### src/sv/ttad_pkg.sv
// Shared types and constants for the teletext attribute decoder.
package ttad_pkg;

	typedef struct packed {
		logic [2:0] ink;
		logic [2:0] paper;
		logic [5:0] flags;
		logic [1:0] box;
	} attr_t;

	typedef struct packed {
		logic [2:0] status;
		logic [2:0] glyph_set;
		logic [4:0] glyph_code;
		logic [1:0] held_when;
		attr_t      attr;
		logic [5:0] cell_column;
		logic [4:0] cell_row;
	} result_t;

	// status codes
	localparam logic [2:0] ST_OK          = 3'd0;
	localparam logic [2:0] ST_LINE_WRAP   = 3'd1;
	localparam logic [2:0] ST_PAGE_WRAP   = 3'd2;
	localparam logic [2:0] ST_BAD_GLYPH   = 3'd3;
	localparam logic [2:0] ST_BAD_CONTROL = 3'd4;
	localparam logic [2:0] ST_BLACK_REF   = 3'd5;

	// glyph banks
	localparam logic [2:0] GS_NONE       = 3'd0;
	localparam logic [2:0] GS_GFX_LOW    = 3'd1;
	localparam logic [2:0] GS_ALPHA_LOW  = 3'd2;
	localparam logic [2:0] GS_ALPHA_MID  = 3'd3;
	localparam logic [2:0] GS_GFX_HIGH   = 3'd4;
	localparam logic [2:0] GS_ALPHA_HIGH = 3'd5;

	// held glyph timing
	localparam logic [1:0] HW_NONE   = 2'd0;
	localparam logic [1:0] HW_BEFORE = 2'd1;
	localparam logic [1:0] HW_AFTER  = 2'd2;

	// box phases
	localparam logic [1:0] BOX_OFF       = 2'd0;
	localparam logic [1:0] BOX_START_ONE = 2'd1;
	localparam logic [1:0] BOX_ON        = 2'd2;
	localparam logic [1:0] BOX_END_ONE   = 2'd3;

	// flag bit positions
	localparam int FL_FLASH     = 0;
	localparam int FL_CONCEAL   = 1;
	localparam int FL_DOUBLE    = 2;
	localparam int FL_GFX       = 3;
	localparam int FL_SEPARATED = 4;
	localparam int FL_HOLD      = 5;

	// control codes (low five bits)
	localparam logic [4:0] C_FLASH      = 5'h08;
	localparam logic [4:0] C_STEADY     = 5'h09;
	localparam logic [4:0] C_END_BOX    = 5'h0A;
	localparam logic [4:0] C_START_BOX  = 5'h0B;
	localparam logic [4:0] C_NORMAL_HT  = 5'h0C;
	localparam logic [4:0] C_DOUBLE_HT  = 5'h0D;
	localparam logic [4:0] C_SHIFT_OUT  = 5'h0E;
	localparam logic [4:0] C_SHIFT_IN   = 5'h0F;
	localparam logic [4:0] C_CONCEAL    = 5'h18;
	localparam logic [4:0] C_CONTIG     = 5'h19;
	localparam logic [4:0] C_SEPARATED  = 5'h1A;
	localparam logic [4:0] C_ESCAPE     = 5'h1B;
	localparam logic [4:0] C_BLACK_BG   = 5'h1C;
	localparam logic [4:0] C_NEW_BG     = 5'h1D;
	localparam logic [4:0] C_HOLD       = 5'h1E;
	localparam logic [4:0] C_RELEASE    = 5'h1F;

	// configuration register indexes
	localparam logic [1:0] REG_COLUMNS   = 2'd0;
	localparam logic [1:0] REG_ROWS      = 2'd1;
	localparam logic [1:0] REG_BLACK_INK = 2'd2;

	// reset values
	localparam logic [6:0] COLUMNS_RST = 7'd40;
	localparam logic [5:0] ROWS_RST    = 6'd25;
	localparam attr_t ATTR_RST = '{ink: 3'd7, paper: 3'd0, flags: 6'd0, box: BOX_OFF};

endpackage

### src/sv/ttad_decode.sv
// Combinational character decode, attribute update and cursor advance.
module ttad_decode #(
	parameter int MAX_COLUMNS,
	parameter int MAX_ROWS,
	localparam int CW = $clog2(MAX_COLUMNS),
	localparam int RW = $clog2(MAX_ROWS)
) (
	input  logic [7:0]        chr,
	input  ttad_pkg::attr_t   attr_cur,
	input  logic [CW-1:0]     col_cur,
	input  logic [RW-1:0]     row_cur,
	input  logic [6:0]        columns,
	input  logic [5:0]        rows,
	input  logic              black_ink_enable,
	output ttad_pkg::attr_t   attr_nxt,
	output logic [CW-1:0]     col_nxt,
	output logic [RW-1:0]     row_nxt,
	output ttad_pkg::result_t res
);

	logic            accepted;
	ttad_pkg::attr_t a;
	logic [4:0]      c5;
	logic [7:0]      width_eff;
	logic [7:0]      col_inc;
	logic [7:0]      col_wide;
	logic [7:0]      row_wide;
	logic [6:0]      height_eff;
	logic [6:0]      row_inc;

	assign c5 = chr[4:0];

	always_comb begin
		if (columns == 7'd0) begin
			width_eff = 8'd1;
		end else if (8'(columns) > 8'(MAX_COLUMNS)) begin
			width_eff = 8'(MAX_COLUMNS);
		end else begin
			width_eff = 8'(columns);
		end
		if (rows == 6'd0) begin
			height_eff = 7'd1;
		end else if (7'(rows) > 7'(MAX_ROWS)) begin
			height_eff = 7'(MAX_ROWS);
		end else begin
			height_eff = 7'(rows);
		end
	end

	always_comb begin
		a                 = attr_cur;
		accepted          = 1'b1;
		res.status        = ttad_pkg::ST_OK;
		res.glyph_set     = ttad_pkg::GS_NONE;
		res.glyph_code    = 5'd0;
		res.held_when     = ttad_pkg::HW_NONE;

		if (chr[7]) begin
			res.status = ttad_pkg::ST_BAD_GLYPH;
			accepted   = 1'b0;
		end else if (chr[6:5] == 2'b00) begin
			if (c5 == ttad_pkg::C_SHIFT_OUT || c5 == ttad_pkg::C_SHIFT_IN ||
			    c5 == ttad_pkg::C_ESCAPE) begin
				res.status = ttad_pkg::ST_BAD_CONTROL;
				accepted   = 1'b0;
			end else if (c5[3:0] == 4'd0 && !black_ink_enable) begin
				res.status = ttad_pkg::ST_BLACK_REF;
				accepted   = 1'b0;
			end else begin
				if (c5 == ttad_pkg::C_STEADY ||
				    (c5 >= ttad_pkg::C_CONTIG && c5 <= ttad_pkg::C_HOLD)) begin
					res.held_when = ttad_pkg::HW_AFTER;
				end else begin
					res.held_when = ttad_pkg::HW_BEFORE;
				end
				if (!c5[3]) begin
					a.ink = c5[2:0];
					if (c5[4]) begin
						a.flags[ttad_pkg::FL_GFX] = 1'b1;
					end else begin
						a.flags[ttad_pkg::FL_GFX]  = 1'b0;
						a.flags[ttad_pkg::FL_HOLD] = 1'b0;
					end
				end else begin
					unique case (c5)
						ttad_pkg::C_FLASH:     a.flags[ttad_pkg::FL_FLASH] = 1'b1;
						ttad_pkg::C_STEADY:    a.flags[ttad_pkg::FL_FLASH] = 1'b0;
						ttad_pkg::C_END_BOX: begin
							a.box = (attr_cur.box != ttad_pkg::BOX_END_ONE &&
							         attr_cur.box != ttad_pkg::BOX_OFF) ?
							        ttad_pkg::BOX_END_ONE : ttad_pkg::BOX_OFF;
						end
						ttad_pkg::C_START_BOX: begin
							a.box = (attr_cur.box != ttad_pkg::BOX_START_ONE &&
							         attr_cur.box != ttad_pkg::BOX_ON) ?
							        ttad_pkg::BOX_START_ONE : ttad_pkg::BOX_ON;
						end
						ttad_pkg::C_NORMAL_HT: begin
							if (attr_cur.flags[ttad_pkg::FL_DOUBLE]) begin
								a.flags[ttad_pkg::FL_HOLD] = 1'b0;
							end
							a.flags[ttad_pkg::FL_DOUBLE] = 1'b0;
						end
						ttad_pkg::C_DOUBLE_HT: begin
							if (!attr_cur.flags[ttad_pkg::FL_DOUBLE]) begin
								a.flags[ttad_pkg::FL_HOLD] = 1'b0;
							end
							a.flags[ttad_pkg::FL_DOUBLE] = 1'b1;
						end
						ttad_pkg::C_CONCEAL:   a.flags[ttad_pkg::FL_CONCEAL] = 1'b1;
						ttad_pkg::C_CONTIG:    a.flags[ttad_pkg::FL_SEPARATED] = 1'b0;
						ttad_pkg::C_SEPARATED: a.flags[ttad_pkg::FL_SEPARATED] = 1'b1;
						ttad_pkg::C_BLACK_BG:  a.paper = 3'd0;
						ttad_pkg::C_NEW_BG:    a.paper = attr_cur.ink;
						ttad_pkg::C_HOLD:      a.flags[ttad_pkg::FL_HOLD] = 1'b1;
						ttad_pkg::C_RELEASE:   a.flags[ttad_pkg::FL_HOLD] = 1'b0;
						default: ;
					endcase
				end
			end
		end else begin
			res.glyph_code = c5;
			unique case (chr[6:5])
				2'b01: res.glyph_set = attr_cur.flags[ttad_pkg::FL_GFX] ?
				                       ttad_pkg::GS_GFX_LOW : ttad_pkg::GS_ALPHA_LOW;
				2'b10: res.glyph_set = ttad_pkg::GS_ALPHA_MID;
				default: res.glyph_set = attr_cur.flags[ttad_pkg::FL_GFX] ?
				                         ttad_pkg::GS_GFX_HIGH : ttad_pkg::GS_ALPHA_HIGH;
			endcase
		end

		res.attr        = accepted ? a : attr_cur;
		col_wide        = 8'(col_cur);
		row_wide        = 8'(row_cur);
		res.cell_column = col_wide[5:0];
		res.cell_row    = row_wide[4:0];

		col_inc  = 8'(col_cur) + 8'd1;
		row_inc  = 7'(row_cur) + 7'd1;
		attr_nxt = res.attr;
		col_nxt  = col_cur;
		row_nxt  = row_cur;
		if (accepted) begin
			if (col_inc >= width_eff) begin
				attr_nxt = ttad_pkg::ATTR_RST;
				col_nxt  = '0;
				if (row_inc >= height_eff) begin
					row_nxt    = '0;
					res.status = ttad_pkg::ST_PAGE_WRAP;
				end else begin
					row_nxt    = row_inc[RW-1:0];
					res.status = ttad_pkg::ST_LINE_WRAP;
				end
			end else begin
				col_nxt = col_inc[CW-1:0];
			end
		end
	end

endmodule

### src/sv/teletext_attribute_decoder.sv
// Top level: teletext serial attribute decoder with config and result skid.
// Each accepted result is registered in out_q, or in skid_q while the output stalls.
// Throughput: one character per cycle while in_stall is low; the attribute and cursor
// update is a single pass of logic from the input port into the result register.
// A two-entry output buffer accepts one more character while out_stall is high.
// Reset: cursor at 0,0, white ink on black paper, flags and box off, 40 x 25 cells.
module teletext_attribute_decoder #(
	parameter int MAX_COLUMNS = 64,
	parameter int MAX_ROWS    = 32
) (
	input  logic       clk,
	input  logic       arst_n,
	input  logic       cfg_valid,
	output logic       cfg_ready,
	input  logic [1:0] cfg_index,
	input  logic [6:0] cfg_data,
	input  logic       in_valid,
	output logic       in_stall,
	input  logic [7:0] chr,
	output logic       out_valid,
	input  logic       out_stall,
	output logic [2:0] status,
	output logic [2:0] glyph_set,
	output logic [4:0] glyph_code,
	output logic [1:0] held_when,
	output logic [2:0] ink,
	output logic [2:0] paper,
	output logic [5:0] attr_flags,
	output logic [1:0] box_state,
	output logic [5:0] cell_column,
	output logic [4:0] cell_row
);

	localparam int CW = $clog2(MAX_COLUMNS);
	localparam int RW = $clog2(MAX_ROWS);

	logic [6:0]        columns_q;
	logic [5:0]        rows_q;
	logic              black_ink_q;
	ttad_pkg::attr_t   attr_q;
	logic [CW-1:0]     col_q;
	logic [RW-1:0]     row_q;
	ttad_pkg::attr_t   attr_nxt;
	logic [CW-1:0]     col_nxt;
	logic [RW-1:0]     row_nxt;
	ttad_pkg::result_t res;
	ttad_pkg::result_t out_q;
	ttad_pkg::result_t skid_q;
	logic              out_v_q;
	logic              skid_v_q;
	logic              take;
	logic              out_free;

	assign cfg_ready = 1'b1;
	assign in_stall  = skid_v_q;
	assign take      = in_valid && !skid_v_q;
	assign out_free  = !out_v_q || !out_stall;

	ttad_decode #(
		.MAX_COLUMNS(MAX_COLUMNS),
		.MAX_ROWS   (MAX_ROWS)
	) u_decode (
		.chr             (chr),
		.attr_cur        (attr_q),
		.col_cur         (col_q),
		.row_cur         (row_q),
		.columns         (columns_q),
		.rows            (rows_q),
		.black_ink_enable(black_ink_q),
		.attr_nxt        (attr_nxt),
		.col_nxt         (col_nxt),
		.row_nxt         (row_nxt),
		.res             (res)
	);

	always_ff @(posedge clk or negedge arst_n) begin
		if (!arst_n) begin
			columns_q   <= ttad_pkg::COLUMNS_RST;
			rows_q      <= ttad_pkg::ROWS_RST;
			black_ink_q <= 1'b0;
		end else if (cfg_valid && cfg_ready) begin
			unique case (cfg_index)
				ttad_pkg::REG_COLUMNS:   columns_q   <= cfg_data;
				ttad_pkg::REG_ROWS:      rows_q      <= cfg_data[5:0];
				ttad_pkg::REG_BLACK_INK: black_ink_q <= cfg_data[0];
				default: ;
			endcase
		end
	end

	always_ff @(posedge clk or negedge arst_n) begin
		if (!arst_n) begin
			attr_q <= ttad_pkg::ATTR_RST;
			col_q  <= '0;
			row_q  <= '0;
		end else if (take) begin
			attr_q <= attr_nxt;
			col_q  <= col_nxt;
			row_q  <= row_nxt;
		end
	end

	always_ff @(posedge clk or negedge arst_n) begin
		if (!arst_n) begin
			out_v_q  <= 1'b0;
			skid_v_q <= 1'b0;
		end else if (out_free) begin
			if (skid_v_q) begin
				out_v_q  <= 1'b1;
				skid_v_q <= 1'b0;
			end else begin
				out_v_q <= take;
			end
		end else if (take) begin
			skid_v_q <= 1'b1;
		end
	end

	always_ff @(posedge clk) begin
		if (out_free) begin
			if (skid_v_q) begin
				out_q <= skid_q;
			end else if (take) begin
				out_q <= res;
			end
		end else if (take) begin
			skid_q <= res;
		end
	end

	assign out_valid   = out_v_q;
	assign status      = out_q.status;
	assign glyph_set   = out_q.glyph_set;
	assign glyph_code  = out_q.glyph_code;
	assign held_when   = out_q.held_when;
	assign ink         = out_q.attr.ink;
	assign paper       = out_q.attr.paper;
	assign attr_flags  = out_q.attr.flags;
	assign box_state   = out_q.attr.box;
	assign cell_column = out_q.cell_column;
	assign cell_row    = out_q.cell_row;

endmodule
### config.mk
export PLATFORM = sky130hd
export DESIGN_NAME = teletext_attribute_decoder
export DESIGN_NICKNAME = d
export VERILOG_FILES = /design/src/sv/ttad_pkg.sv /design/src/sv/ttad_decode.sv /design/src/sv/teletext_attribute_decoder.sv
export SDC_FILE = /design/constraint.sdc
export NUM_CORES = 1
export LEC_CHECK = 0
export BUFFER_PORTS_ARGS = -buffer_cell sky130_fd_sc_hd__buf_2
export CAP_MARGIN = 0
export CORE_MARGIN = 3
export CORE_UTILIZATION = 50
export CTS_CLUSTER_SIZE = 30
export DETAILED_ROUTE_END_ITERATION = 6
export PLACE_DENSITY = 0.7
export SKIP_LAST_GASP = 1
export SLEW_MARGIN = 20
export SYNTH_ARGS = -nofsm -noshare
export SYNTH_HDL_FRONTEND = slang
export SYNTH_HIERARCHICAL = 1
export SYNTH_SLANG_ARGS = --single-unit
### constraint.sdc
create_clock -name clk -period 4.02 [get_ports clk]
set_clock_uncertainty 0.2 [all_clocks]
set_input_delay 0.402 -clock clk [delete_from_list [all_inputs] [get_ports clk]]
set_output_delay 0.402 -clock clk [all_outputs]
set_load 0.01 [all_outputs]
# Word level (Yosys, flattened, before mapping)
# Index checks and enable logic that the tools add are counted.
[classes] n_addsub=2 magnitude_cmp=6 eq_ne=23 muxes=57 bitwise=1 n_reduce_logical=28
[op_table] op="2-to-1 mux 14 bit" count=7
[op_table] op="2-to-1 mux 38 bit" count=2
[op_table] op="equality test 5 x 4 -> 1 bit (second input constant)" count=8
[op_table] op="equality test 5 bit (second input constant)" count=8
[op_table] op="2-to-1 mux 3 bit" count=8
[op_table] op="2-to-1 mux 1 bit" count=16
[op_table] op="2-to-1 mux 2 bit" count=8
[op_table] op="2-to-1 mux 8 bit" count=2
[op_table] op="2-to-1 mux 7 bit" count=2
[op_table] op="2-to-1 mux 6 bit" count=2
[op_table] op="case mux 3 bit (2 select lines)" count=2
[op_table] op="AND reduction 2 bit" count=6
[op_table] op="2-to-1 mux 10 bit" count=1
[op_table] op="2-to-1 mux 5 bit" count=2
[op_table] op="greater-or-equal comparator 8 bit" count=1
[op_table] op="adder 6 x 1 -> 7 bit (second input constant)" count=1
[op_table] op="greater-or-equal comparator 7 bit" count=1
[op_table] op="> comparator 7 bit (second input constant)" count=1
[op_table] op="zero test 7 bit" count=1
[op_table] op="adder 5 x 1 -> 6 bit (second input constant)" count=1
[op_table] op="> comparator 6 bit (second input constant)" count=1
[op_table] op="zero test 6 bit" count=1
[op_table] op="case mux 1 bit (2 select lines)" count=3
[op_table] op="nonzero test 2 bit" count=3
[op_table] op="other kinds (15)" count=29
[totals] regBits=117 input_bits=22 elab_cells=148

# Longest topological paths before layout
# Gate-level depths: netlist of run 1.
[logic_depth] word_depth=12 ltp_mapped=12

# Hierarchy
# Netlist of run 1, hierarchy kept.
[by_module_without_submodules] mod="teletext_attribute_decoder" instances=1 cells_each=213 area_each_um2=4389.2 seq_area_each_um2=3318.2
[by_module_without_submodules] mod="ttad_decode" instances=1 cells_each=226 area_each_um2=1483.9 seq_area_each_um2=0.0

# Least setup slack after synthesis of run 1
# OpenSTA, ideal clock, no wires.
[synth_path] path_kind="reg-to-reg" start="register skid_v_q, in the netlist in_stall" end="register out_q (netlist bit attr_flags[0]) (enable)" setup_time_ns=0.446 arrival_time_ns=2.736 t_required_ns=3.374 slack_ns=0.638 stages_incl_launch_ff=5 path_buffers=2 synth_period_minus_slack_ns=3.382 path_cell_list="dfrtp_1 > buf_4 > buf_4 > nor2_1 > a21oi_1"
[synth_via] elab_chain_cells=4
[synth_rtl] item="start, declared" line_no="teletext_attribute_decoder.sv:50" source="logic skid_v_q;"
[synth_rtl] item="start signal, assigned" line_no="teletext_attribute_decoder.sv:106" source="skid_v_q <= 1'b0;"
[synth_rtl] item="start signal, assigned" line_no="teletext_attribute_decoder.sv:110" source="skid_v_q <= 1'b0;"
[synth_rtl] item="start signal, assigned" line_no="teletext_attribute_decoder.sv:115" source="skid_v_q <= 1'b1;"
[synth_rtl] item="zero test 1 bit" line_no="teletext_attribute_decoder.sv:56" source="assign take = in_valid && !skid_v_q;"
[synth_rtl] item="logical AND 1 bit" line_no="teletext_attribute_decoder.sv:56"
[synth_rtl] item="nonzero test 2 bit (no line) (*)"
[synth_rtl] item="AND reduction 2 bit (no line) (*)"
[synth_rtl] item="end signal, assigned" line_no="teletext_attribute_decoder.sv:122" source="out_q <= skid_q;"
[synth_rtl] item="end signal, assigned" line_no="teletext_attribute_decoder.sv:124" source="out_q <= res;"
[synth_rtl] item="end, declared" line_no="teletext_attribute_decoder.sv:47" source="ttad_pkg::result_t out_q;"
# Mark *: on every way between the ends. The rest lies on a longest branch, timed or not.
# A chain may end at the register's enable or synchronous reset.

==> results of run 1 <==
cell type report:
type                    count  area share [%]
well taps                 140           2.567
inverters                  15          0.8252
clock buffers              22           6.804
multi-input cells         278           33.93
repair buffers             66           5.355
flip-flops and latches    117           48.63
clock inverters            10           1.889
worst paths after layout:
kind                                                from                       end  slack, ps
worst max-delay path                row_q[0]$_DFFE_PN0P_       status[0]$_DFFE_PP_        760
worst min-delay path                         cfg_data[6]  columns_q[6]$_DFFE_PN0P_         20
worst max register to register      row_q[0]$_DFFE_PN0P_       status[0]$_DFFE_PP_        760
worst min register to register  columns_q[0]$_DFFE_PN0P_  columns_q[0]$_DFFE_PN0P_        310
max in group asynchronous                         arst_n      row_q[3]$_DFFE_PN0P_       2520
min in group asynchronous                         arst_n  columns_q[0]$_DFFE_PN0P_        490
kinds of logic (layout without fill, tap and decap cells):
group	after synthesis	in the layout	share of synthesized area [%]
compound gates	47	47	5.156
xor+xnor	10	10	1.491
fa+ha+maj	19	19	4.048
buf+inv	44	113	4.452
flops	117	117	56.50
mux	87	87	17.83
other cells	1	1	0.06385
simple gates	114	114	10.46
flip-flops by register name, summed over array words and instances (netlist names):
name / count
glyph_set: 3
held_when: 2
cell_row: 5
paper: 3
in_stall: 1
out_valid: 1
cell_column: 6
status: 3
attr_q: 14
rows_q: 6
skid_q: 38
black_ink_q: 1
glyph_code: 5
row_q: 5
box_state: 2
col_q: 6
columns_q: 7
ink: 3
attr_flags: 6
layer usage:
metal | global-route usage, % | vias up | part of all wire, %
met4 | 7.680 | 2 | 1.4
met2 | 31.35 | 106 | 50
met5 | 0 | - | 0.12
met3 | 5.973 | 14 | 6.5
met1 | 22.53 | 1781 | 42
li1 | - | 1715 | -
cell usage in the layout, fill, tap and decap left out, drive strengths merged, types with 2 or more instances in the layout:
master,Yosys,layout
nor2,19,19
nor3,8,8
mux2i,3,3
edfxtp,76,76
dfstp,8,8
a31oi,3,3
clkinv,0,5
nand4,6,6
mux2,84,84
and3,2,2
ha,19,19
a21o,6,6
nor2b,18,18
nand2,25,25
a21oi,12,12
or2,3,3
nand3,12,12
nand2b,5,5
o21ai,13,13
xor2,5,5
and2,4,4
o211ai,2,2
inv,15,15
nor4,4,4
bufinv,0,3
dfrtp,33,33
xnor2,5,5
clkbuf,6,22
buf,23,65
a22o,4,4
clkinvlp,0,2
nand3b,3,3
worst max-delay path, delay by kind of cell, from the launching register on:
kind	cells	cell delay [ps]
AOI/OAI and AO/OA	4	740
and+or+nand+nor	2	690
adders and majority gates	2	590
DFF	1	500
xor gates and xnor gates	1	230
muxes	1	190
metrics by stage:
stage	area (µm²)	cells
3_3_place_gp	6192	614
2_1_floorplan	5873	439
5_1_grt	6823	648
6_report	6823	648
4_1_cts	6795	647
3_5_place_dp	6192	614
report_power, final:
group	leakage, nW	internal [W]	switching, W
logic	1.34	0.000498	0.000468
registers	1.23	0.00157	0.000158
clock network	0.287	0.000998	0.000502
total	2.86	0.00306	0.00113
repair_timing:
| item | in CTS | in global routing |
|---|---|---|
| resized for setup | 0 | 0 |
| hold buffers | 1 | 0 |
| endpoints found under the setup margin | 0 | 0 |
| hold endpoints to repair | 33 | 0 |
==> results by group, run 1 <==
Die
  • Io pins: 63
  • Rows: 38
  • Starting Density: 52.56%
  • Die height: 114.4 µm
  • Die Span X: 114.4 µm
  • Placeable Area: 11,170 µm²
  • Die ar.: 13,080 µm²

Yosys
  • FF+latch count, synth: 117
  • Post-synthesis sequential area ratio: 56.50%
  • Area contributors post-synth: edfxtp_1 39%, dfrtp_1 14%, mux2_2 12%
  • Top post-synthesis cells by count: 76 x edfxtp_1, 60 x mux2_2, 33 x dfrtp_1
  • Synth Flop Type: edfxtp_1
  • Async S/R FF share, synth: 35.04%
  • Synth cell types: 50
  • Syn_area_per_cell: 13.38 µm²
  • Synth top area share: 38.86%
  • Synthesis warning total: 6
  • Synth Instances: 439
  • Mapped cell area: 5873 µm²
  • Post-Synthesis Net Count: 480
  • Most numerous cell in the Yosys netlist: edfxtp_1
  • Cell taking the most area after synthesis: edfxtp_1
  • Post-synth EDFFs: 76

Placed design
  • Worst Setup Slack post-DPL: 809.4 ps
  • PortBufs: 61
  • Gp weighted congestion: 0.8772
  • DPL Wire Length: 7417 µm

Final layout
  • Fillers: 879
  • Nets@finish: 536
  • Syn-to-layout area delta: 16.17%
  • Post-layout util: 61.06%
  • Sequential Area: 3318 µm²
  • ANT cells: 0
  • Layout cells sized above 1: 37.40%
  • Area of the multi-input gates: 2315 µm²

Critical path
  • Critical-path maximum fanout: 7
  • CP Data Arrival Time: 3350 ps
  • CP Capture Type: register
  • Crit path kind: reg2reg
  • Cells on worst reg2reg path: 10
  • CP max stage delay: 570 ps
  • Slowest CP cell: or3b_2
  • Critical Path Start Type: register
  • Most used cell, CP: ha_1
  • Critical path required time: 4100 ps
  • Critical-path cell list: ha_1 > nand3_1 > xnor2_1 > ha_1 > a21o_1 > a21oi_1 > o21ai_0 > or3b_2 > o211ai_1 > mux2_2

Timing
  • Fin. max-slew vios: 0
  • Slew headroom: 34.41%
  • Fin crit share: 81.12%
  • Final Hold Vio Count: 0
  • Fmax: 0.3067 GHz
  • Setup tns final: 0 ps
  • Unrepaired setup endpoints after global routing: no
  • Final setup viols: 0
  • Final worst setup slack: 759.1 ps
  • Worst-margin pin slew: 983.9 ps
  • Final hold slack: 21.93 ps
  • Min Clock Period, post-route: 3261 ps

Detailed routing
  • # DRC: 0
  • Detailed-route via count: 3,618
  • Total routed wirelength: 11,240 µm
  • First-pass DRT Iterations: 4
  • Antenna Nets Post-Route: 0
  • Via-per-instance ratio: 5.583
  • Initial DRC Count: 234
  • WL per Instance: 17.34 µm

Power and ir drop
  • Leak: 2.864 nW
  • Final Power: 0.004190 W
  • Max VDD drop: 0.0004276 V
  • Pwr Density: 614.1 nW/µm²

Global routing
  • Grt total ovfl: 0
  • Initial antenna violation count: 1
  • Largest net degree at the start of global routing: 42
  • First-pass GRT wire length: 18,890 µm
  • GRT Util Overall: 18.80%
  • Vias in the first global route: 3,772

Flow run
  • Max Cap Viol: 0

Clocking
  • Htree depth: 4
  • Root Buffer: clkbuf_16
  • Worst-Skew Late Latency: 410 ps
  • TritonCTS clock tree: built
  • CTS clk-pin slew, worst paths: 50 ps
  • Clock Tree Buf Depth: 2
  • # clock sinks: 117
  • Post-CTS Setup Inserts: 0
  • Num CTS Buffers: 17

Hold path
  • Cells on Worst Hold Path: 2
  • Min-Delay Path Class: in2reg

Outcome
  • Status: finished, final reports clean
No activity file was read; power rests on OpenSTA's default activity.
==> run 2: changes to the inputs <==
--- a/config.mk
+++ b/config.mk
@@ -11,7 +11,7 @@
 export CORE_UTILIZATION = 50
 export CTS_CLUSTER_SIZE = 30
 export DETAILED_ROUTE_END_ITERATION = 6
-export PLACE_DENSITY = 0.7
+export PLACE_DENSITY = 0.72
 export SKIP_LAST_GASP = 1
 export SLEW_MARGIN = 20
 export SYNTH_ARGS = -nofsm -noshare
==> constraint.sdc (replaced) <==
create_clock -name clk -period 2.7 [get_ports clk]
set_clock_uncertainty 0.2 [all_clocks]
set_input_delay 0.27 -clock clk [delete_from_list [all_inputs] [get_ports clk]]
set_output_delay 0.27 -clock clk [all_outputs]
set_load 0.01 [all_outputs]
==> results by group, run 2 (same netlist as run 1, synthesis figures left out) <==
Final layout
  • Area of all placed cells without fillers: 7214 µm²
  • Sequential Area: 3323 µm²
  • Post-layout util: 64.57%
  • ANT cells: 0
  • Top Registers: skid_q (38), attr_q (14), columns_q (7)
  • Most frequent cells in the layout: 76 x edfxtp_1, 61 x buf_2, 59 x mux2_2
  • Layout cells sized above 1: 44.22%
  • Fillers: 801
  • Commonest non-fill, non-tap cell in the layout: edfxtp_1
  • Nets@finish: 573
  • Biggest register: skid_q
  • Area of the multi-input gates: 2406 µm²
  • Syn-to-layout area delta: 22.84%
  • Max reg flops: 38

Detailed routing
  • DR WL met3: 546 µm
  • Via-per-instance ratio: 5.476
  • M1 wire length: 4990 µm
  • Met2 wire len: 5625 µm
  • Detailed-route via count: 3,751
  • WL per Instance: 16.61 µm
  • Top sig layer: met5
  • First-pass DRT Iterations: 4
  • # DRC: 0
  • Initial DRC Count: 263
  • Antenna Nets Post-Route: 0
  • Total routed wirelength: 11,380 µm

Hold path
  • Min-Delay Path Class: in2reg
  • Worst hold start: cfg_valid

Global routing
  • Grt total ovfl: 0
  • Largest net degree at the start of global routing: 40
  • Initial antenna violation count: 1
  • Vias in the first global route: 3,724
  • GRT Util Overall: 18.06%
  • First-pass GRT wire length: 18,240 µm

Placed design
  • PortBufs: 61
  • Gp weighted congestion: 0.8497
  • Placed inst area: 6384 µm²
  • DPL Wire Length: 7530 µm

Die
  • Die height: 114.4 µm
  • Io pins: 63
  • Starting Density: 52.56%
  • Die ar.: 13,080 µm²
  • Die Span X: 114.4 µm
  • Placeable Area: 11,170 µm²
  • Rows: 38

Clocking
  • Root Buffer: clkbuf_16
  • CTS clk-pin slew, worst paths: 50 ps
  • TritonCTS clock tree: built
  • Worst-Skew Late Latency: 420 ps
  • # clock sinks: 117
  • Htree depth: 4
  • Clock Tree Buf Depth: 2
  • Num CTS Buffers: 17

Critical path
  • Crit path kind: reg2reg
  • CP Capture Type: register
  • CP Data Arrival Time: 2820 ps
  • WP buf/inv: 1
  • Reg-to-reg critical path startpoint: col_q[1]$_DFFE_PN0P_
  • CP max stage delay: 440 ps
  • Worst R2R Setup Slack: 20 ps
  • Critical-path maximum fanout: 7
  • Setup crit start: col_q[1]$_DFFE_PN0P_
  • Slowest CP cell: dfrtp_2
  • Critical path required time: 2840 ps
  • Critical path's top delay family: adder cells
  • Critical Path Start Type: register
  • Critical-path cell list: ha_4 > xor2_2 > ha_1 > a21o_1 > a31oi_2 > o21ai_2 > and2_4 > buf_6 > or2_1 > mux2_4

Power and ir drop
  • Final Power: 0.006580 W
  • Int Power: 0.004776 W
  • Pwr Density: 912.0 nW/µm²
  • Flop pwr share: 38.6%
  • Switching share of power: 27.42%
  • Net Sw Power: 0.001804 W
  • Comb power frac: 27.7%
  • Clk pwr share: 33.7%
  • Max VDD drop: 0.0005208 V
  • Leak: 3.081 nW

Timing
  • Final setup viols: 0
  • Final hold slack: 16.34 ps
  • Fin crit share: 99.11%
  • Slew headroom: 50.33%
  • Fin. max-slew vios: 0
  • Unrepaired setup endpoints after global routing: yes
  • Final Hold Vio Count: 0
  • Fmax: 0.3737 GHz
  • Worst-margin pin slew: 745.1 ps
  • Min Clock Period, post-route: 2676 ps

Outcome
  • Status: finished, final reports clean

Flow run
  • Max Cap Viol: 0
-- run 2: cell types whose count changed in the layout (fill, tap and decap cells not counted), sizes merged --
cell / change
buf: +28
bufinv: -3
clkbuf: +4
clkinvlp: -2
dlygate4sd3: +9
inv: +1
-- run 2: power groups by stage --
stage / clock network (W) / registers, W / logic (W)
2_1_floorplan: 0 / 0.00258 / 0.00116
4_1_cts: 0.00225 / 0.00254 / 0.00170
3_5_place_dp: 0 / 0.00257 / 0.00163
5_1_grt: 0.00233 / 0.00258 / 0.00201
3_3_place_gp: 0 / 0.00255 / 0.00158
6_report: 0.00222 / 0.00254 / 0.00182
-- run 2: final timing paths --
path / end / cells past startpoint
worst max-delay path: attr_q[11]$_DFFE_PN1P_ / 10
worst min-delay path: black_ink_q$_DFFE_PN0P_ / 3
worst max register to register: attr_q[11]$_DFFE_PN1P_ / 10
worst min register to register: attr_q[9]$_DFFE_PN0P_ / 1
max in group asynchronous: attr_q[13]$_DFFE_PN1P_ / 3
min in group asynchronous: attr_q[2]$_DFFE_PN0P_ / 2
-- run 2: stage by stage --
| stage | std cells | TNS (ps) | worst slack [ps] |
|---|---|---|---|
| after floorplan | 439 | 0 | 5.476 |
| after detailed placement | 637 | -105.4 | -30.41 |
| final | 685 | 0 | 24.02 |
| after global placement | 637 | 0 | 39.36 |
| after CTS | 679 | 0 | 0.5376 |
| after global routing | 685 | -1144 | -111.8 |
-- run 2: cell type report --
type	instances	share of cell area (%)
tap	140	2.428
clock inverter	6	0.4336
sequential	117	46.06
clock buffer	26	7.943
timing repair buffer	103	9.001
inverter	15	0.7804
multi-input combinational	278	33.35
-- run 2: repair_timing --
| item | CTS | global route |
|---|---|---|
| pin swaps | 0 | 10 |
| gates resized for setup | 5 | 14 |
| hold buffers | 10 | 0 |
| gates cloned | 0 | 0 |
| hold endpoints to repair | 42 | 0 |
| setup buffers | 0 | 7 |
| endpoints found under the setup margin | 9 | 22 |
-- run 2: worst register-to-register path, cell delays in order (launching register included) --
cell     delay, ps
dfrtp_2        440
ha_4           190
xor2_2         150
ha_1           310
a21o_1         190
a31oi_2        170
o21ai_2        120
and2_4         210
buf_6          140
or2_1          220
mux2_4         260
-- run 2: metal layers --
metal / up-vias / track usage [%]
li1: 1786 / -
met1: 1840 / 21.33
met2: 100 / 30.54
met3: 23 / 5.338
met4: 2 / 7.838
met5: - / 0
